==> src/hdl/ngc_pkg.sv <==
package ngc_pkg;

    // block geometry
    localparam int NIBS           = 32;
    localparam int HALF           = 16;
    localparam int BLOCK_W        = 128;
    localparam int WORD_W         = 64;
    localparam int RC_LEN         = 41;
    localparam int ROUNDS_DEFAULT = 41;
    localparam int CFG_INDEX_W    = 2;

    // configuration register indexes
    typedef enum logic [CFG_INDEX_W-1:0] {
        REG_KEY_LOW  = 2'd0,
        REG_KEY_HIGH = 2'd1
    } cfg_reg_t;

    // block and key as 32 nibbles, nibble i at bits 4i+3..4i
    typedef logic [NIBS-1:0][3:0] block_t;

    // 4-bit substitution
    localparam logic [3:0] SBOX [16] = '{
        4'hc, 4'ha, 4'hd, 4'h3, 4'he, 4'hb, 4'hf, 4'h7,
        4'h8, 4'h9, 4'h1, 4'h5, 4'h0, 4'h2, 4'h4, 4'h6
    };

    // nibble j moves to position PERM[j]
    localparam logic [4:0] PERM [NIBS] = '{
        5'd31, 5'd6,  5'd29, 5'd14, 5'd1,  5'd12, 5'd21, 5'd8,
        5'd27, 5'd2,  5'd3,  5'd0,  5'd25, 5'd4,  5'd23, 5'd10,
        5'd15, 5'd22, 5'd13, 5'd30, 5'd17, 5'd28, 5'd5,  5'd24,
        5'd11, 5'd18, 5'd19, 5'd16, 5'd9,  5'd20, 5'd7,  5'd26
    };

    // round constants for nibble 1
    localparam logic [3:0] RCA [RC_LEN] = '{
        4'h0, 4'h0, 4'h1, 4'h3, 4'h7, 4'hf, 4'hf, 4'hf, 4'he, 4'hd, 4'ha,
        4'h5, 4'ha, 4'h5, 4'hb, 4'h6, 4'hc, 4'h9, 4'h3, 4'h6, 4'hd, 4'hb,
        4'h7, 4'he, 4'hd, 4'hb, 4'h6, 4'hd, 4'ha, 4'h4, 4'h9, 4'h2, 4'h4,
        4'h9, 4'h3, 4'h7, 4'he, 4'hc, 4'h8, 4'h1, 4'h2
    };

    // round constants for nibble 3
    localparam logic [3:0] RCB [RC_LEN] = '{
        4'h4, 4'hc, 4'hc, 4'hc, 4'hc, 4'hc, 4'h8, 4'h4, 4'h8, 4'h4, 4'h8,
        4'h4, 4'hc, 4'h8, 4'h0, 4'h4, 4'hc, 4'h8, 4'h4, 4'hc, 4'hc, 4'h8,
        4'h4, 4'hc, 4'h8, 4'h4, 4'h8, 4'h0, 4'h4, 4'h8, 4'h0, 4'h4, 4'hc,
        4'hc, 4'h8, 4'h0, 4'h0, 4'h4, 4'h8, 4'h4, 4'hc
    };

    // constants past the end of the table read as zero
    function automatic logic [3:0] rc_a(input int r);
        logic [3:0] v;
        v = 4'h0;
        if (r >= 0 && r < RC_LEN)
        begin
            v = RCA[r];
        end
        return v;
    endfunction

    function automatic logic [3:0] rc_b(input int r);
        logic [3:0] v;
        v = 4'h0;
        if (r >= 0 && r < RC_LEN)
        begin
            v = RCB[r];
        end
        return v;
    endfunction

endpackage

==> src/hdl/ngc_round.sv <==
module ngc_round
    import ngc_pkg::*;
#(
    parameter int ROUND_IDX  = 0,
    parameter bit LAST_ROUND = 1'b0
)
(
    input  logic   clk,
    input  logic   rst_n,
    input  logic   in_valid,
    input  block_t in_state,
    input  block_t key,
    output logic   out_valid,
    output block_t out_state
);

    localparam int KEY_BASE = (ROUND_IDX % 2) * HALF;

    logic   valid_reg;
    block_t state_reg;
    block_t mixed;
    block_t state_next;

    // feistel mix of even nibbles into odd ones, then round constants
    always_comb
    begin
        mixed = in_state;
        for (int j = 0; j < HALF; j++)
        begin
            mixed[2*j+1] = in_state[2*j+1] ^ SBOX[in_state[2*j]] ^ key[KEY_BASE + j];
        end
        mixed[1] = mixed[1] ^ rc_a(ROUND_IDX);
        mixed[3] = mixed[3] ^ rc_b(ROUND_IDX);
    end

    // nibble shuffle, skipped in the final round
    always_comb
    begin
        state_next = mixed;
        if (!LAST_ROUND)
        begin
            for (int j = 0; j < NIBS; j++)
            begin
                state_next[PERM[j]] = mixed[j];
            end
        end
    end

    // stage valid
    always_ff @(posedge clk or negedge rst_n)
    begin
        if (!rst_n)
        begin
            valid_reg <= 1'b0;
        end
        else
        begin
            valid_reg <= in_valid;
        end
    end

    // stage data
    always_ff @(posedge clk)
    begin
        state_reg <= state_next;
    end

    assign out_valid = valid_reg;
    assign out_state = state_reg;

endmodule

==> config.mk <==
export PLATFORM = sky130hd
export DESIGN_NAME = ngc_round
export DESIGN_NICKNAME = d
export VERILOG_FILES = /design/src/hdl/ngc_pkg.sv /design/src/hdl/ngc_round.sv
export SDC_FILE = /design/constraint.sdc
export NUM_CORES = 1
export LEC_CHECK = 0
export BUFFER_PORTS_ARGS = -buffer_cell sky130_fd_sc_hd__buf_2
export CAP_MARGIN = 20
export CORE_AREA = 2 2 150 152
export DETAILED_ROUTE_END_ITERATION = 16
export DIE_AREA = 0 0 152 154
export PLACE_DENSITY = 0.58
export SYNTH_ARGS = -nofsm -noshare
export SYNTH_HDL_FRONTEND = slang
export SYNTH_SLANG_ARGS = --single-unit
==> constraint.sdc <==
create_clock -name clk -period 0.8 [get_ports clk]
set_input_delay 0.04 -clock clk [delete_from_list [all_inputs] [get_ports clk]]
set_output_delay 0.04 -clock clk [all_outputs]
set_load 0.05 [all_outputs]
## After elaboration in Yosys (flattened, before gate mapping)

Memory sizes are Yosys's and may differ from the RTL's.
Cells that the tools add are included.

- Flip-flop bits (word level): 129
- Bits in latches: 0
- RAM bits: 0
- Bits in read-only memories: 1024
- Word-level logic and storage cells: 146
- Memories: 16

Memory list:

| memory | depth | width | read ports | clocked after Yosys merged registers in | write ports | line | text |
|---|---|---|---|---|---|---|---|
| (no name shown) | 16 | 4 | 1 | 0 | 0 | ngc_round.sv:30 | `mixed[2*j+1] = in_state[2*j+1] ^ SBOX[in_state[2*j]] ^ key[KEY_BASE + j];` |
| (no name shown) | 16 | 4 | 1 | 0 | 0 | ngc_round.sv:30 |  |
| (no name shown) | 16 | 4 | 1 | 0 | 0 | ngc_round.sv:30 |  |
| (no name shown) | 16 | 4 | 1 | 0 | 0 | ngc_round.sv:30 |  |
| (no name shown) | 16 | 4 | 1 | 0 | 0 | ngc_round.sv:30 |  |
| (no name shown) | 16 | 4 | 1 | 0 | 0 | ngc_round.sv:30 |  |
| 10 more memories | - | - | - | - | - | - |  |

- $add $sub $neg: 0
- Multiply operators: 0
- Divide/modulo/power cells: 0
- Magnitude comparators: 16
- Equality and inequality tests: 0
- Shifts and indexed selects: 0
- Multiplexer cells: 32
- Bitwise gates (word level): 49
- Reduce and logical (&&, ||, !) cells: 0

Operator list:

| kind | count |
|---|---|
| two-way mux 4 bit | 32 |
| bitwise XOR 4 bit | 32 |
| greater-or-equal comparator 5 bit, second input constant | 16 |
| NOT 4 -> 5 bit | 16 |
| NOT 1 bit | 1 |

## Longest topological paths before layout

Gate-level depths: netlist of the first run.

- Word-level depth: 7
- Gate-level depth with buffers: 3
- Gate-level depth less buffers: 3

## Worst setup path before layout of the first run

Ideal clock, no wire load.

- Kind: flip-flop to output port
- Start point: register state_reg, in the netlist out_state[0]
- End point: output out_state[0] in the netlist's numbering
- Arrival: 0.587 ns
- Data required time: 0.760 ns
- Setup slack: 0.173 ns
- Stages on the path, launching flop included: 1
- Cells stage by stage: dfxtp_1

RTL lines:

| item | line | text |
|---|---|---|
| from (decl) | ngc_round.sv:20 | `block_t state_reg;` |
| from (signal assigned) | ngc_round.sv:65 | `state_reg <= state_next;` |
| to (decl) | ngc_round.sv:14 | `output block_t out_state` |

No word-level cell between the ends.

## Worst setup path after layout of the first run

- Start point: register valid_reg (netlist: out_valid)
- End point: output out_valid

RTL lines:

| item | line | text |
|---|---|---|
| from (decl) | ngc_round.sv:19 | `logic valid_reg;` |
| from (signal assigned) | ngc_round.sv:58 | `valid_reg <= in_valid;` |
| to (decl) | ngc_round.sv:13 | `output logic out_valid,` |

No word-level cell between the ends.

==> results of run 1 <==
-- power by group through the flow --
stage	clock network, uW	registers [uW]	logic [uW]
global placement	0	7500	5720
global route	8610	7980	8370
detailed placement	0	7520	5750
finish	8040	7910	8050
CTS	8320	7870	7850
floorplan	0	10400	1120
-- cell usage in the layout, fill, tap and decap left out --
master         instances
clkinv_2               1
dlygate4sd3_1        188
nand2_1               15
clkinv_4               1
clkbuf_16             17
o22ai_2                2
inv_1                 16
a21oi_2                3
dfxtp_2              128
buf_2                194
bufinv_16              3
nor2_4                 1
a21boi_2               1
xor2_1                16
xor2_2                 1
buf_6                 12
clkinvlp_4             4
diode_2                1
a22oi_1                2
inv_6                  5
nor2_1                18
buf_8                117
a21boi_1               2
a21oi_1               30
buf_4                 10
a21boi_0              11
clkbuf_1               1
xnor2_2                1
o21ai_0               16
dfrtp_1                1
o22ai_1               14
xnor2_1              110
maj3_2                15
inv_2                 15
-- cells by family after synthesis --
group | Yosys count | share of synthesized area
buffers and inverters | 31 | 0.02537
adders and majority gates | 15 | 0.03682
DFF | 129 | 0.5641
and+or+nand+nor | 34 | 0.02782
AOI/OAI and AO/OA | 81 | 0.1015
xor gates and xnor gates | 128 | 0.2444
-- path summary, 6_finish.rpt --
check                               startpoint                     to
worst min-delay path              in_state[66]  out_state[89]$_DFF_P_
min in group asynchronous                rst_n    out_valid$_DFF_PN0_
worst max-delay path       out_valid$_DFF_PN0_              out_valid
max in group asynchronous                rst_n    out_valid$_DFF_PN0_
-- final cells by class --
cell class / count / area (sq um)
flip-flops and latches: 129 / 2748
repair buffers: 521 / 4820
diodes: 1 / 2.502
fillers: 1874 / 11110
clock buffers: 18 / 429.2
multi-input cells: 258 / 1933
well taps: 280 / 350.3
clock inverters: 14 / 177.7
inverters: 31 / 116.4
-- registers in the layout (all words and copies together), names as in the netlist --
register and count:
out_state 128, out_valid 1
-- what timing repair did --
item / 4_1_cts / 5_1_grt
endpoints found under the hold margin: 126 / 3
hold buffers: 187 / 3
setup endpoints to repair: 129 / 138
gates resized for setup: 482 / 34
pin swaps: 0 / 0
-- metrics by stage --
stage / instances / total power [uW]
final: 1252 / 24000
after global routing: 1251 / 24950
after CTS: 1250 / 24030
after detailed placement: 1031 / 13280
after global placement: 1031 / 13220
after floorplan: 418 / 11480
-- Yosys cell counts --
cell	number
o21ai_0	16
nand2_1	15
xor2_1	17
dfxtp_1	128
maj3_2	15
nor2_1	19
o22ai_1	16
inv_1	16
inv_2	15
a21boi_0	14
a22oi_1	2
a21oi_1	33
dfrtp_1	1
xnor2_1	111
-- per-layer routing --
layer  track usage  vias to the layer above  wire (microns)
met5             0                        -               0
met4       0.06943                        0             606
met3       0.04735                       40            1181
li1              -                     2442               -
met1        0.1395                     2277            6353
met2        0.2934                      216            9904
==> impl_metrics.py, run 1 <==
metrics = {
    "status": {
        "status": "finished with violations",
        "violations": "setup timing",
    },
    "sta": {
        "max_freq_mhz": 1035,
        "finalCritPeriodShare": 1.208,
        "rsz0062_at_grt": "yes",
        "hold_ws_ns": 0.02654,
        "finalSetupViolCount": 129,
        "post-route-min-period_ns": 0.9665,
        "relSlewSlack": 0.7253,
        "hold_viol": 0,
        "finalSetupTns_ns": -15.71,
        "worst_pin_slew_ns": 0.4084,
        "timing.final.ws_setup_ns": -0.1665,
        "final_max_slew_viol_count": 0,
    },
    "floorplanning": {
        "start_util": 0.2115,
        "dieArea_sq_mm": 0.02341,
        "die_w_microns": 152,
        "rows": 54,
        "io_pins": 388,
        "die_y_microns": 154,
        "core_area_sq_mm": 0.02169,
    },
    "synthesis": {
        "synth_area_sq_mm": 0.004587,
        "synth.top_cell.area_share": 0.5586,
        "synth_warnings": 0,
        "synth.yosys.seq_area_share": 0.5641,
        "synth_cells": 418,
        "synth_fp_nets": 677,
        "yosys.area.top_type": "dfxtp_1",
        "yosys-top-cells-area": "dfxtp_1 (56%), xnor2_1 (21%), maj3_2 (3.7%)",
        "synth.distinct_cells": 14,
        "avgSynthCellArea_sq_um": 10.97,
        "synth-seq-cells": 129,
    },
    "clock_tree": {
        "cts_root_buffer": "clkbuf_16",
        "cts_tree": "yes",
        "cts_max_level": 4,
        "cts_setup_buffers": 0,
        "clockBufferDepth": 2,
        "clk_pin_slew_ns": 0.06,
        "cts_sinks": 129,
        "cts_buffers": 17,
    },
    "power": {
        "clkPwrFrac": 0.335,
        "p_switching_uw": 7901,
        "powerDensity_mw_per_mm2": 2269,
        "p_int_uw": 16100,
        "switching_share": 0.3292,
        "p_comb_frac": 0.335,
        "max-vdd-ir-drop_mv": 1.213,
        "leakagePower_uw": 0.004633,
        "seqPwrFrac": 0.330,
    },
    "detailed_routing": {
        "vias_per_cell": 3.974,
        "wl_per_cell_microns": 14.41,
        "post-route-drc-count": 0,
        "route.final.wire_length_microns": 18050,
        "ant_nets": 0,
        "num_vias": 4975,
        "dr.pass1.iters": 5,
        "drtIter0Drc": 125,
    },
    "setup_path": {
        "critPathKind": "flip-flop to output pin",
        "start_kind": "flip-flop",
        "worstPathCellList": "buf_6",
        "crit_required_ns": 0.76,
        "critPathMaxStageDelay_ns": 0.37,
        "crit_cells": 1,
        "cp_top_family": "flip-flops",
        "critPathBufInv": 1,
        "slowest_stage": "dfrtp_1",
        "path_max_fanout": 1,
        "critPathArrivalTime_ns": 0.93,
        "cp-end-kind": "output pin",
    },
    "cells_and_area": {
        "nNetsFinal": 1217,
        "drive_gt1_frac": 0.5469,
        "fin_area_sq_mm": 0.01058,
        "utilization": 0.4877,
        "area_delta_synth_final_pct": 130.6,
    },
    "place": {
        "io_buffer_count": 323,
        "hpwl_microns": 10720,
        "gp_congestion": 0.7570,
        "placed_area_sq_mm": 0.006629,
        "pre_cts_ws_ns": -0.1791,
    },
    "grt": {
        "track_usage": 0.1494,
        "grt_first_pass_wirelength_microns": 27480,
        "grt_max_degree": 17,
        "antenna_found_initial": 1,
        "grt_pass1_vias": 5488,
        "grt_remaining_overflow": 0,
    },
    "min_path": {
        "hold_class": "input port to flip-flop",
        "hold_depth": 3,
    },
    "flow_run": {
        "drv_cap": 0,
    },
}
No activity file was read; power rests on OpenSTA's default activity.
==> run 2: changes to the inputs <==
- CAP_MARGIN: 20 -> default
- CTS_BUF_LIST: default -> sky130_fd_sc_hd__clkbuf_16
- GPL_TIMING_DRIVEN: default -> 0
==> impl_metrics.py, run 2 (same netlist as run 1, synthesis figures left out) <==
metrics = {
    "sta": {
        "hold_ws_ns": -0.01625,
        "hold_viol": 1,
        "finalCritPeriodShare": 1.209,
        "max_freq_mhz": 1034,
        "post-route-min-period_ns": 0.9671,
        "worst_pin_slew_ns": 0.4396,
        "rsz0062_at_grt": "yes",
        "relSlewSlack": 0.7043,
        "finalSetupViolCount": 131,
        "timing.final.ws_setup_ns": -0.1671,
        "final_max_slew_viol_count": 0,
    },
    "detailed_routing": {
        "drtIter0Drc": 148,
        "dr.pass1.iters": 4,
        "post-route-drc-count": 0,
        "wl_per_cell_microns": 14.57,
        "num_vias": 4914,
        "vias_per_cell": 3.957,
        "ant_nets": 0,
        "route.final.wire_length_microns": 18100,
    },
    "setup_path": {
        "crit_required_ns": 0.76,
        "slowest_stage": "dfrtp_1",
        "critPathBufInv": 1,
        "path_max_fanout": 1,
        "critPathArrivalTime_ns": 0.93,
        "critPathMaxStageDelay_ns": 0.37,
        "cp-end-kind": "output pin",
        "start_kind": "flip-flop",
        "worstPathCellList": "buf_6",
        "critPathLaunch": "out_valid$_DFF_PN0_",
        "cp_top_family": "flip-flops",
        "critPathKind": "flip-flop to output pin",
    },
    "power": {
        "clkPwrFrac": 0.321,
        "switching_share": 0.3310,
        "max-vdd-ir-drop_mv": 1.159,
        "p_comb_frac": 0.341,
        "p_int_uw": 15650,
        "p_switching_uw": 7745,
        "seqPwrFrac": 0.338,
        "powerDensity_mw_per_mm2": 2240,
        "leakagePower_uw": 0.004581,
    },
    "min_path": {
        "hold_class": "input port to flip-flop",
        "hp-start": "key[27]",
        "holdPathEnd": "out_state[19]$_DFF_P_",
        "hold_depth": 3,
    },
    "place": {
        "gp_congestion": 0.7597,
        "dp_cells": 1021,
        "hpwl_microns": 10490,
        "io_buffer_count": 323,
    },
    "clock_tree": {
        "cts_max_level": 4,
        "cts_buffers": 17,
        "cts_tree": "yes",
        "clockBufferDepth": 2,
        "clk_pin_slew_ns": 0.06,
        "cts_root_buffer": "clkbuf_16",
        "cts_sinks": 129,
    },
    "floorplanning": {
        "io_pins": 388,
        "die_w_microns": 152,
        "dieArea_sq_mm": 0.02341,
        "die_y_microns": 154,
        "core_area_sq_mm": 0.02169,
        "start_util": 0.2115,
        "rows": 54,
    },
    "grt": {
        "grt_pass1_vias": 5364,
        "antenna_found_initial": 1,
        "grt_max_degree": 17,
        "grt_remaining_overflow": 0,
        "grt_first_pass_wirelength_microns": 27370,
        "track_usage": 0.1509,
    },
    "cells_and_area": {
        "drive_gt1_frac": 0.5369,
        "nNetsFinal": 1207,
        "area_delta_synth_final_pct": 127.7,
        "final_cells": 1242,
        "fill_cells": 1849,
        "layout.cells.most_common": "buf_2",
        "largest_reg_flops": 128,
        "final_cell_mix": "buf_2 (193), dlygate4sd3_1 (188), dfxtp_2 (128)",
    },
    "status": {
        "status": "finished with violations",
        "violations": "hold timing, setup timing",
    },
    "flow_run": {
        "drv_cap": 0,
    },
}
-- run 2: cell types whose count changed in the layout (fill, tap and decap cells not counted), sizes merged --
cell	before	now
buf	333	323
clkbuf	18	17
inv	36	32
clkinvlp	4	1
bufinv	3	2
clkinv	2	11
-- run 2: final cells by class --
cell class | instances | area, sq um | share of cell area
Antenna cell | 1 | 2.502 | 0.0002396
Clock buffer | 17 | 425.4 | 0.04074
Clock inverter | 15 | 143.9 | 0.01378
Inverter | 31 | 116.4 | 0.01114
Multi-Input combinational cell | 258 | 1906 | 0.1825
Sequential cell | 129 | 2748 | 0.2631
Tap cell | 280 | 350.3 | 0.03355
Timing Repair Buffer | 511 | 4751 | 0.4549
-- run 2: power groups by stage --
stage	logic, uW	registers (uW)	clock network, uW
after floorplan	1120	10400	0
after global placement	5660	7500	0
after detailed placement	5690	7530	0
after CTS	7790	7870	7820
after global routing	8300	7980	8110
final	7980	7910	7510
-- run 2: what timing repair did --
action | in CTS | in global routing
setup endpoints to repair | 129 | 140
hold buffers | 188 | 2
pin swaps | 0 | 2
endpoints found under the hold margin | 128 | 3
resized for setup | 482 | 34
buffers inserted | 0 | 0
-- run 2: tightest hold or removal path: stages --
cell and delay (ns):
buf_2 0.09, xor2_1 0.10, xnor2_1 0.13
-- run 2: metrics by stage --
| stage | total power [uW] | setup TNS, ns | setup WS [ns] | util | area [sq um] |
|---|---|---|---|---|---|
| after floorplan | 11480 | 0 | 0.1727 | - | 4587 |
| after global placement | 13160 | -0.2304 | -0.1460 | 0.3022 | 6554 |
| after detailed placement | 13220 | -0.3053 | -0.1619 | 0.3022 | 6554 |
| after CTS | 23480 | -19.33 | -0.1951 | 0.4764 | 10330 |
| after global routing | 24390 | -21.30 | -0.2257 | 0.4814 | 10440 |
| final | 23400 | -15.92 | -0.1671 | 0.4815 | 10440 |
-- run 2: how the worst max path moves through the flow --
stage	end	cells after the start
floorplan	out_state[0]	0
global placement	out_state[8]$_DFF_P_	4
detailed placement	out_state[8]$_DFF_P_	4
CTS	out_valid	1
global route	out_valid	1
finish	out_valid	1
-- run 2: per-layer routing --
metal / part of all wire / track usage / up-vias / wire length [microns]
li1: - / - / 2426 / -
met1: 0.34 / 0.1382 / 2220 / 6150
met2: 0.56 / 0.2928 / 227 / 10090
met3: 0.072 / 0.05552 / 41 / 1297
met4: 0.031 / 0.07210 / 0 / 560
met5: 0 / 0 / - / 0
