File: config.mk
export PLATFORM = sky130hd
export DESIGN_NAME = ngc_key_regs
export DESIGN_NICKNAME = d
export VERILOG_FILES = /design/src/hdl/ngc_pkg.sv /design/src/hdl/ngc_key_regs.sv
export SDC_FILE = /design/constraint.sdc
export NUM_CORES = 1
export LEC_CHECK = 0
export BUFFER_PORTS_ARGS = -buffer_cell sky130_fd_sc_hd__buf_2
export CELL_PAD_IN_SITES_DETAIL_PLACEMENT = 1
export CELL_PAD_IN_SITES_GLOBAL_PLACEMENT = 2
export CORE_ASPECT_RATIO = 1.5
export CORE_UTILIZATION = 30
export DETAILED_ROUTE_END_ITERATION = 16
export HOLD_SLACK_MARGIN = 0.12
export PLACE_DENSITY = 0.72
export SLEW_MARGIN = 10
export SYNTH_ARGS = -nofsm -noshare
export SYNTH_HDL_FRONTEND = slang
export SYNTH_SLANG_ARGS = --single-unit
File: constraint.sdc
create_clock -name clk -period 1.9 [get_ports clk]
set_input_delay 0.19 -clock clk [delete_from_list [all_inputs] [get_ports clk]]
set_output_delay 0.19 -clock clk [all_outputs]
set_load 0.01 [all_outputs]
File: src/hdl/ngc_pkg.sv
package ngc_pkg;

    // block geometry
    localparam int NIBS           = 32;
    localparam int HALF           = 16;
    localparam int BLOCK_W        = 128;
    localparam int WORD_W         = 64;
    localparam int RC_LEN         = 41;
    localparam int ROUNDS_DEFAULT = 41;
    localparam int CFG_INDEX_W    = 2;

    // configuration register indexes
    typedef enum logic [CFG_INDEX_W-1:0] {
        REG_KEY_LOW  = 2'd0,
        REG_KEY_HIGH = 2'd1
    } cfg_reg_t;

    // block and key as 32 nibbles, nibble i at bits 4i+3..4i
    typedef logic [NIBS-1:0][3:0] block_t;

    // 4-bit substitution
    localparam logic [3:0] SBOX [16] = '{
        4'hc, 4'ha, 4'hd, 4'h3, 4'he, 4'hb, 4'hf, 4'h7,
        4'h8, 4'h9, 4'h1, 4'h5, 4'h0, 4'h2, 4'h4, 4'h6
    };

    // nibble j moves to position PERM[j]
    localparam logic [4:0] PERM [NIBS] = '{
        5'd31, 5'd6,  5'd29, 5'd14, 5'd1,  5'd12, 5'd21, 5'd8,
        5'd27, 5'd2,  5'd3,  5'd0,  5'd25, 5'd4,  5'd23, 5'd10,
        5'd15, 5'd22, 5'd13, 5'd30, 5'd17, 5'd28, 5'd5,  5'd24,
        5'd11, 5'd18, 5'd19, 5'd16, 5'd9,  5'd20, 5'd7,  5'd26
    };

    // round constants for nibble 1
    localparam logic [3:0] RCA [RC_LEN] = '{
        4'h0, 4'h0, 4'h1, 4'h3, 4'h7, 4'hf, 4'hf, 4'hf, 4'he, 4'hd, 4'ha,
        4'h5, 4'ha, 4'h5, 4'hb, 4'h6, 4'hc, 4'h9, 4'h3, 4'h6, 4'hd, 4'hb,
        4'h7, 4'he, 4'hd, 4'hb, 4'h6, 4'hd, 4'ha, 4'h4, 4'h9, 4'h2, 4'h4,
        4'h9, 4'h3, 4'h7, 4'he, 4'hc, 4'h8, 4'h1, 4'h2
    };

    // round constants for nibble 3
    localparam logic [3:0] RCB [RC_LEN] = '{
        4'h4, 4'hc, 4'hc, 4'hc, 4'hc, 4'hc, 4'h8, 4'h4, 4'h8, 4'h4, 4'h8,
        4'h4, 4'hc, 4'h8, 4'h0, 4'h4, 4'hc, 4'h8, 4'h4, 4'hc, 4'hc, 4'h8,
        4'h4, 4'hc, 4'h8, 4'h4, 4'h8, 4'h0, 4'h4, 4'h8, 4'h0, 4'h4, 4'hc,
        4'hc, 4'h8, 4'h0, 4'h0, 4'h4, 4'h8, 4'h4, 4'hc
    };

    // constants past the end of the table read as zero
    function automatic logic [3:0] rc_a(input int r);
        logic [3:0] v;
        v = 4'h0;
        if (r >= 0 && r < RC_LEN)
        begin
            v = RCA[r];
        end
        return v;
    endfunction

    function automatic logic [3:0] rc_b(input int r);
        logic [3:0] v;
        v = 4'h0;
        if (r >= 0 && r < RC_LEN)
        begin
            v = RCB[r];
        end
        return v;
    endfunction

endpackage

File: src/hdl/ngc_key_regs.sv
module ngc_key_regs
    import ngc_pkg::*;
(
    input  logic                   clk,
    input  logic                   rst_n,
    input  logic                   cfg_write,
    input  logic [CFG_INDEX_W-1:0] cfg_index,
    input  logic [WORD_W-1:0]      cfg_data,
    output block_t                 key
);

    logic [WORD_W-1:0] key_low_reg;
    logic [WORD_W-1:0] key_high_reg;

    // register decode, unknown indexes are dropped
    always_ff @(posedge clk or negedge rst_n)
    begin
        if (!rst_n)
        begin
            key_low_reg  <= '0;
            key_high_reg <= '0;
        end
        else if (cfg_write)
        begin
            unique case (cfg_index)
                REG_KEY_LOW:  key_low_reg  <= cfg_data;
                REG_KEY_HIGH: key_high_reg <= cfg_data;
                default:      ;
            endcase
        end
    end

    assign key = block_t'({key_high_reg, key_low_reg});

endmodule

After elaboration in Yosys (flattened, before gate mapping)
Cells that the tools add are included.
{ "word_totals": {"regBits": 128, "in_bits": 69, "out_inout_bits": 128, "elab_cells": 6} }
{ "classes": {"eq_ne": 1, "reduce_logical": 3} }
{ "op_table": {"columns": ["op", "n"], "rows": [
  ["AND reduction 2 bit", 2],
  ["== test 2 x 1 -> 1 bit (second input constant)", 1],
  ["logical NOT 2 bit", 1]
]} }

Depth between registers and ports, before layout
Gate-level depths: netlist of run 1.
{ "depth": {"ltp_word": 2, "depth_mapped": 4} }

Worst setup path after synthesis of run 1
OpenSTA, ideal clock, no wires.
{ "synth_timing": {"path_type": "input -> register", "from": "input cfg_index[0]", "to": "register key_low_reg[10]", "arrival_time_ns": 1.022, "required_ns": 1.775, "path_slack_ns": 0.754, "stages": 4, "path_buffers": 2, "path_cell_list": "nor3b_2 -> buf_6 -> buf_12 -> mux2_2"} }
{ "synth_between": {"elab_chain_len": 2} }
{ "synth_lines": {"columns": ["item", "line_no", "source"], "rows": [
  ["from (decl)", "ngc_key_regs.sv:7", "input logic [CFG_INDEX_W-1:0] cfg_index,"],
  ["logical NOT 2 bit", "ngc_key_regs.sv:25", "unique case (cfg_index)"],
  ["AND reduction 2 bit (no source line)", null, null],
  ["to (signal assigned)", "ngc_key_regs.sv:26", "REG_KEY_LOW: key_low_reg <= cfg_data;"],
  ["to (decl)", "ngc_key_regs.sv:12", "logic [WORD_W-1:0] key_low_reg;"]
]} }
No other way between the ends.
A chain may end at the register's enable or synchronous reset.

Final worst setup path of run 1
{ "layout_timing": {"from": "register key_high_reg[56]", "to": "output key[120] (netlist bit)"} }
{ "layout_lines": {"columns": ["item", "line_no", "source"], "rows": [
  ["from (decl)", "ngc_key_regs.sv:13", "logic [WORD_W-1:0] key_high_reg;"],
  ["from (signal assigned)", "ngc_key_regs.sv:27", "REG_KEY_HIGH: key_high_reg <= cfg_data;"],
  ["to (decl)", "ngc_key_regs.sv:9", "output block_t key"]
]} }
No word-level cell between the ends.

==> results of run 1 <==
-- synth_stat cells --
cell type  count
mux2_4        70
nor3b_2        1
buf_12        12
dfrtp_1      128
nand3b_1       1
buf_6          2
mux2_2        58
-- stage by stage --
step                      utilization  power [mW]  setup slack [ps]  hold WS, ps
after floorplan                     -       4.521             753.6       -105.6
after global placement         0.3720       5.306             418.6        112.4
after detailed placement       0.3720       5.367             381.4        117.7
after CTS                      0.4426       8.500             728.2        176.5
after global routing           0.4426       8.783             716.8        198.5
final                          0.4426       8.362             753.6        200.6
-- final cells by class --
cell class	count	area, sq um	share of cell area
flip-flops and latches	128	3203	0.4298
multi-input cells	130	1730	0.2322
repair buffers	267	1717	0.2304
clock buffers	20	446.7	0.05994
well taps	210	262.8	0.03526
clock inverters	11	92.59	0.01242
-- per-layer routing --
layer  share of wire  track usage  up-vias
met2            0.56       0.2864      116
met5               0            0        -
met3           0.041      0.03711       27
met1            0.36       0.1554     1713
li1                -            -     1500
met4           0.037      0.08606        0
-- cell families after synthesis --
| logic type | count (synthesis) |
|---|---|
| and+or+nand+nor | 2 |
| buffers and inverters | 14 |
| DFF | 128 |
| muxes | 128 |
-- power breakdown --
| group | switching [mW] | internal [mW] | leakage, nW |
|---|---|---|---|
| Combinational | 0.817 | 1.06 | 1.96 |
| Sequential | 0.286 | 3.25 | 1.51 |
| Clock | 1.14 | 1.81 | 0.265 |
-- final timing paths --
kind	from	endpoint	depth (start not counted)
hold reg to reg	key_low_reg[48]	key_low_reg[48]	1
min in group asynchronous	rst_n	key_low_reg[0]	2
max in group asynchronous	rst_n	key_high_reg[26]	3
setup reg to reg	key_low_reg[5]	key_low_reg[5]	1
setup / recovery	key_high_reg[56]	key[120]	1
hold / removal	cfg_index[1]	key_low_reg[10]	3
-- timing repair --
action | in CTS | in global routing
hold buffers | 65 | 0
hold endpoints to repair | 256 | 0
setup buffers | 0 | 0
==> summary.md, run 1 <==
| Metric | Value |
|---|---|
| Core Box Area | `between 15000 and 20000 sq um` |
| Num CTS Buffers | `17` |
| Compound-gate portion of the synthesized area | `0` |
| GPL Wtd Cong | `just over 0.7` |
| Clock-pin slew on the worst setup and hold paths | `about 60 ps` |
| CTS tree | `done` |
| Critical path's slowest cell | `dfrtp_1` |
| Finished Cell Area | `roughly 7500 sq um` |
| Routed vias/inst | `roughly 4.4` |
| RSZ-0062 raised after global routing | `false` |
| Initial antenna violation count | `0` |
| Longest Clk Path Bufs | `2` |
| Number of library cell types mapped by synthesis | `7` |
| F_max | `0.8723 GHz` |
| Status | `completed` |
| Layout cell share with drive strength beyond 1 | `0.6475` |
| Die height | `163.1 um` |
| First-pass GRT wire length | `20380 um` |
| Resized Gates After CTS | `0` |
| Post-Synth Simple-Gate Area | `0.003857` |
| Hold WC Path Type | `in -> reg` |
| Mux cell area share after synthesis | `0.3284` |
| Synthesis Warnings | `0` |
| Setup_tns | `0 ps` |
| Via count | `3356` |
| Hold Vio Cnt, Final | `0` |
| Total GRT Usage | `0.1550` |
| Ant. Diodes | `0` |
| Crit share post-route | `0.6033` |
| Max-Cap Viols | `0` |
| Register area share after synthesis | `0.6172` |
| Required @ worst endpoint | `between 1500 and 2000 ps` |
| Syn avg cell area | `19.08 sq um` |
| Cell family with most CP delay | `flip-flops` |
| Main combinational cell family by area after synthesis | `multiplexers` |
| Largest net degree at the start of global routing | `66` |
| WP data arrival | `approximately 960 ps` |
| Reg2Reg Setup Slack | `1110 ps` |
| #FFs+latches synth | `between 100 and 150` |
| Post-synth top area cell | `dfrtp_1` |
| Area share of the largest cell type after synthesis | `0.6172` |
| Crit end category | `primary output` |
| # port buffers | `a little under 200` |
| Drt drc | `0` |
| Cell Count, Final, Fillers Out | `approximately 770` |
| Final Critical Period | `about 1100 ps` |
| Most common cell after layout, fill and taps aside | `buf_2` |
| CTS Root Cell | `clkbuf_16` |
| Cell area power density | `1122 nW/um^2` |
| Leakage | `3.736 nW` |
| Cells after Synth | `272` |
| Syn Nets | `341` |
| Commonest cells after routing, fill and taps aside | `buf_2 (195), dfrtp_1 (128), mux2_4 (70)` |
| Inst Count DP | `670` |
| Final WL | `12960 um` |
| Final Slew Violations | `0` |
| Routed Antenna Nets | `0` |
| DR WL/cell | `between 15 and 20 um` |
| H-tree depth | `4` |
| CP cell instances | `buf_2` |
| Clock latency on the worst-skew pair | `roughly 400 ps` |
| CP Buf/Inv Count | `1` |
| GR Overflow Total | `0` |
| DPL Wire Length | `8873 um` |
| Adder-Cell Fraction of Synth Area | `0` |
| Final setup viols | `0` |
| Crit path launch type | `register` |
| Area Growth Syn to Fin | `43.59%` |
| CP Max Fanout | `2` |
| Crit-path max cell delay | `roughly 400 ps` |
| # rows | `58` |
| I/O pins | `197` |
| Drt pass-1 iters | `3` |
| Fillers | `1768` |
| Number of nets in the layout | `613` |
| Placed Area | `6262 sq um` |
| Starting density of the core | `0.3083` |
| Maximum VDD drop | `between 0.4 and 0.5 mV` |
| Crit Path Category | `reg -> out` |
| Worst-margin pin slew | `~390 ps` |
| Clk_skew | `0 ps` |
| Die Width | `109.4 um` |
| Die area | `~18000 sq um` |
| Post-synthesis xor/xnor area fraction | `0` |
| Mapped Area | `5190 sq um` |
| Top cells by area, synth | `dfrtp_1 (62%), mux2_4 (20%), mux2_2 (13%)` |
| DR iter-0 viols | `84` |
| Rel. slew slack | `0.7367` |
| CTS Sinks | `about 130` |
| Vias in the first global route | `3823` |
Power figures use the tool's default switching activity.
==> run 2: changes to the inputs <==
Settings changed: PLACE_DENSITY 0.72 to 0.75.
Clock period 1.9 ns to 1 ns, I/O delays scaled along.
==> run 2 against run 1 <==
Largest cell class unchanged. The run now ends with setup timing left. Die area unchanged. Critical path depth unchanged. Sequential cell count unchanged. Register-to-register slack got worse by 1200 ps. Combinational power increased to 3.1 times the previous value.
==> summary.md, run 2 (same netlist as run 1, synthesis figures left out) <==
| Metric | Value |
|---|---|
| First-pass GRT wire length | `24760 um` |
| Clk_skew | `0 ps` |
| Via count | `3947` |
| Die area | `17840 sq um` |
| Logic pwr share | `0.295` |
| Cell Count, Final, Fillers Out | `897` |
| H-tree depth | `4` |
| Final setup margin | `-76.01 ps` |
| Hold Vio Cnt, Final | `0` |
| CP Max Fanout | `2` |
| Inst Count DP | `688` |
| WP data arrival | `around 980 ps` |
| Core Box Area | `16840 sq um` |
| Final setup viols | `140` |
| Status | `finished with violations` |
| F_max | `0.9294 GHz` |
| Most common cell after layout, fill and taps aside | `buf_2` |
| Num CTS Buffers | `17` |
| Critical path's slowest cell | `dfrtp_1` |
| DPL Wire Length | `between 10000 and 15000 um` |
| DR iter-0 viols | `114` |
| Required @ worst endpoint | `900 ps` |
| CTS Sinks | `roughly 130` |
| Vias in the first global route | `about 4400` |
| CP Buf/Inv Count | `1` |
| NetSw | `5.215 mW` |
| Largest net degree at the start of global routing | `44` |
| Area Growth Syn to Fin | `76.78%` |
| Placed Area | `6698 sq um` |
| Maximum VDD drop | `1.219 mV` |
| Worst-margin pin slew | `around 270 ps` |
| Routed Antenna Nets | `0` |
| Hold WC Path Type | `in -> async` |
| Total GRT Usage | `0.1920` |
| Die Width | `109.4 um` |
| Final Critical Period | `between 1000 and 1500 ps` |
| DR WL/cell | `19.64 um` |
| Clock latency on the worst-skew pair | `420 ps` |
| Finished Cell Area | `9175 sq um` |
| RSZ-0062 raised after global routing | `true` |
| Starting density of the core | `0.3083` |
| Crit-path max cell delay | `400 ps` |
| Cell family with most CP delay | `flip-flops` |
| Routed vias/inst | `4.400` |
| Drt drc | `0` |
| Layout cell share with drive strength beyond 1 | `0.7168` |
| I/O pins | `197` |
| CTS Hold Bufs | `66` |
| Clock-pin slew on the worst setup and hold paths | `around 60 ps` |
| Overall power | `19.60 mW` |
| Number of nets in the layout | `741` |
| Rel. slew slack | `0.8226` |
| Crit Path Category | `reg -> out` |
| # rows | `58` |
| Commonest cells after routing, fill and taps aside | `buf_2 (144), dfrtp_1 (128), mux2_4 (121)` |
| Flop pwr share | `0.350` |
| Crit path launch type | `register` |
| Cell area power density | `2136 nW/um^2` |
| CTS tree | `done` |
| CP cell instances | `buf_2` |
| Int Power | `14.38 mW` |
| GR Overflow Total | `0` |
| Crit end category | `primary output` |
| Final Slew Violations | `0` |
| Clock power frac | `0.355` |
| # port buffers | `196` |
| Final WL | `17620 um` |
| Crit share post-route | `1.076` |
| Max-Cap Viols | `0` |
| Initial antenna violation count | `2` |
| Failing checks | `setup timing` |
| Die height | `163.1 um` |
| Drt pass-1 iters | `4` |
| Leakage | `4.735 nW` |
| Net switching fraction of the power | `0.2662` |
| Hold slack | `138.9 ps` |
| Longest Clk Path Bufs | `2` |
| Fillers | `1678` |
| GPL Wtd Cong | `~0.76` |
| CTS Root Cell | `clkbuf_16` |
-- run 2: changes by cell type in the layout (fill, tap and decap cells not counted), sizes merged --
cell | before | now
buf | 202 | 330
inv | 0 | 5
bufinv | 1 | 5
clkinv | 8 | 4
clkbuf | 20 | 17
diode | 0 | 2
clkinvlp | 2 | 1
-- run 2: cell type report --
cell class,count,area [sq um],share of cell area
timing repair buffer,395,3128,0.3409
tap,210,262.8,0.02864
sequential,128,3203,0.3491
clock buffer,17,425.4,0.04637
multi-input combinational,130,1922,0.2095
clock inverter,15,229.0,0.02496
antenna,2,5.005,0.0005455
-- run 2: worst paths after layout --
check	depth (start not counted)	slack, ps	from	end
setup / recovery	1	-80	key_high_reg[25]	key[89]
hold / removal	2	140	rst_n	key_low_reg[62]
setup reg to reg	3	-40	key_low_reg[39]	key_low_reg[39]
hold reg to reg	1	500	key_high_reg[1]	key_high_reg[1]
max in group asynchronous	3	330	rst_n	key_high_reg[46]
min in group clk	4	240	cfg_index[1]	key_low_reg[59]
-- run 2: power groups by stage --
| stage | Clock (mW) | Sequential, mW | Combinational (mW) |
|---|---|---|---|
| floorplan | 0 | 7.23 | 1.60 |
| global placement | 0 | 6.80 | 3.66 |
| detailed placement | 0 | 6.84 | 3.74 |
| CTS | 7.06 | 6.78 | 4.97 |
| global route | 7.35 | 6.96 | 6.12 |
| finish | 6.96 | 6.86 | 5.78 |
-- run 2: stage by stage --
stage | utilization | TNS [ps] | setup slack, ps
2_1_floorplan | - | -2792 | -46.53
5_1_grt | 0.5450 | -11670 | -126.0
6_report | 0.5450 | -6392 | -76.01
4_1_cts | 0.5149 | -7832 | -96.22
3_5_place_dp | 0.3978 | -27430 | -269.6
3_3_place_gp | 0.3978 | -25300 | -237.3
-- run 2: metal layers --
layer,track usage,part of all wire,wire length (um)
met1,0.1911,0.33,5832
met2,0.3571,0.59,10380
met3,0.04190,0.040,704
met4,0.1109,0.040,697
met5,0,0,0
-- run 2: what timing repair did --
item / in CTS / in global routing
setup endpoints to repair: 128 / 134
buffers inserted: 64 / 46
hold endpoints to repair: 256 / 6
resized for setup: 40 / 29
==> run 3: changes to the inputs <==
Settings changed: CTS_BUF_LIST set to sky130_fd_sc_hd__clkbuf_8.
==> run 3 against run 2 <==
The run still ends with setup timing left. Sequential power about the same. Die area is the same. Via count increased by 0.68%.
==> summary.md, run 3 (same netlist as run 1, synthesis figures left out) <==
| Metric | Value |
|---|---|
| Fillers | `1686` |
| CP cell instances | `buf_2` |
| Initial antenna violation count | `0` |
| Drt drc | `0` |
| Crit path from | `key_high_reg[28]` |
| CP Buf/Inv Count | `1` |
| Num CTS Buffers | `17` |
| Clock-pin slew on the worst setup and hold paths | `~80 ps` |
| Core Box Area | `16840 sq um` |
| Drt pass-1 iters | `4` |
| RSZ-0062 raised after global routing | `true` |
| H-tree depth | `4` |
| DR iter-0 viols | `approximately 110` |
| Hold Vio Cnt, Final | `0` |
| Final setup viols | `148` |
| Starting density of the core | `0.3083` |
| Crit-path max cell delay | `410 ps` |
| Maximum VDD drop | `1.009 mV` |
| Die area | `~18000 sq um` |
| # rows | `58` |
| Final WL | `17760 um` |
| Final Critical Period | `1112 ps` |
| Die Width | `109.4 um` |
| Clk_skew | `0 ps` |
| Worst-margin pin slew | `299.4 ps` |
| Number of nets in the layout | `742` |
| F_max | `0.8989 GHz` |
| Crit path launch type | `register` |
| # port buffers | `196` |
| Required @ worst endpoint | `around 900 ps` |
| Cell family with most CP delay | `flip-flops` |
| Place WS | `-269.6 ps` |
| Critical path's slowest cell | `dfrtp_1` |
| Final setup margin | `-112.5 ps` |
| I/O pins | `between 150 and 200` |
| Status | `finished with violations` |
| DPL Wire Length | `10300 um` |
| Crit Path Category | `reg -> out` |
| CTS Sinks | `128` |
| Hold slack | `218.8 ps` |
| GR Overflow Total | `0` |
| Reg-to-reg startpoint | `key_low_reg[11]` |
| Reg2Reg Depth | `3` |
| Final Slew Violations | `0` |
| Layout cell share with drive strength beyond 1 | `0.7157` |
| Finished Cell Area | `9010 sq um` |
| Worst Setup EP | `key[92]` |
| WP data arrival | `1010 ps` |
| CTS Root Cell | `clkbuf_8` |
| Longest Clk Path Bufs | `2` |
| Placed Area | `6698 sq um` |
| Die height | `163.1 um` |
| DR WL/cell | `19.82 um` |
| Cell area power density | `1994 nW/um^2` |
| Ant. Diodes | `0` |
| Total GRT Usage | `0.1893` |
| Largest net degree at the start of global routing | `between 40 and 50` |
| Crit share post-route | `1.112` |
| CTS tree | `done` |
| GPL Wtd Cong | `approximately 0.76` |
| Via count | `3974` |
| Routed vias/inst | `4.435` |
| Vias in the first global route | `4406` |
| Rel. slew slack | `0.7997` |
| CP Depth | `1` |
| Hold WC Path Type | `in -> reg` |
| Reg2Reg Setup Slack | `-50 ps` |
| Clock latency on the worst-skew pair | `between 400 and 500 ps` |
| Max-Cap Viols | `0` |
| Failing checks | `setup timing` |
| Leakage | `about 4.7 nW` |
| Most common cell after layout, fill and taps aside | `buf_2` |
| First-pass GRT wire length | `~24000 um` |
| Routed Antenna Nets | `0` |
| RR Endpoint | `key_low_reg[11]` |
| Commonest cells after routing, fill and taps aside | `buf_2 (143), dfrtp_1 (128), mux2_4 (121)` |
| Crit end category | `primary output` |
| CP Max Fanout | `2` |
| Area Growth Syn to Fin | `73.60%` |
[run 3: changes by cell type in the layout (fill, tap and decap cells not counted)]
cell and delta:
buf_6 +5, clkbuf_8 +17, diode_2 -2, dlygate4sd3_1 +1, buf_2 -1, clkbuf_16 -17
buf_4 -4
[run 3: worst min path at each step]
stage                       startpoint               end  slack, ps  cells past startpoint
after CTS                 cfg_index[1]   key_low_reg[59]        180                      4
after floorplan                  rst_n   key_high_reg[0]       -200                      0
final                     cfg_index[1]   key_low_reg[59]        220                      4
after global routing      cfg_index[1]   key_low_reg[60]        190                      4
after global placement           rst_n  key_high_reg[54]        -30                      1
after detailed placement         rst_n  key_high_reg[54]        -30                      1
[run 3: through the flow]
step                TNS, ps  power (mW)    util  instances
floorplan             -2792       8.834       -        272
global placement     -25300       10.46  0.3978        688
detailed placement   -27430       10.58  0.3978        688
CTS                  -14450       17.10  0.5030        849
global route         -17290       18.80  0.5352        896
finish                -9606       17.96  0.5352        896
[run 3: final cells by class]
class,instances,area (sq um),area share
clock inverters,15,229.0,0.02541
multi-input cells,130,1922,0.2133
well taps,210,262.8,0.02916
flip-flops and latches,128,3203,0.3555
clock buffers,17,234.0,0.02597
repair buffers,396,3159,0.3506
[run 3: what timing repair did]
item | in CTS | in global routing
endpoints found under the hold margin | 256 | 6
resized for setup | 41 | 34
pin swaps | 0 | 0
gates cloned | 0 | 0
endpoints found under the setup margin | 128 | 134
hold buffers | 66 | 1
buffers inserted | 63 | 47
[run 3: report_power, final]
part           switching (mW)  internal [mW]  leakage, nW  total (mW)
registers               0.699           6.16         1.51        6.86
logic                    2.07           3.78         2.91        5.85
clock network            2.25           3.01        0.232        5.26
[run 3: routing by layer]
metal,global-route usage,part of all wire,vias to the layer above
li1,-,-,1759
met1,0.1870,0.33,2008
met2,0.3413,0.57,147
met3,0.04509,0.034,60
met4,0.1303,0.062,0
met5,0,0,-
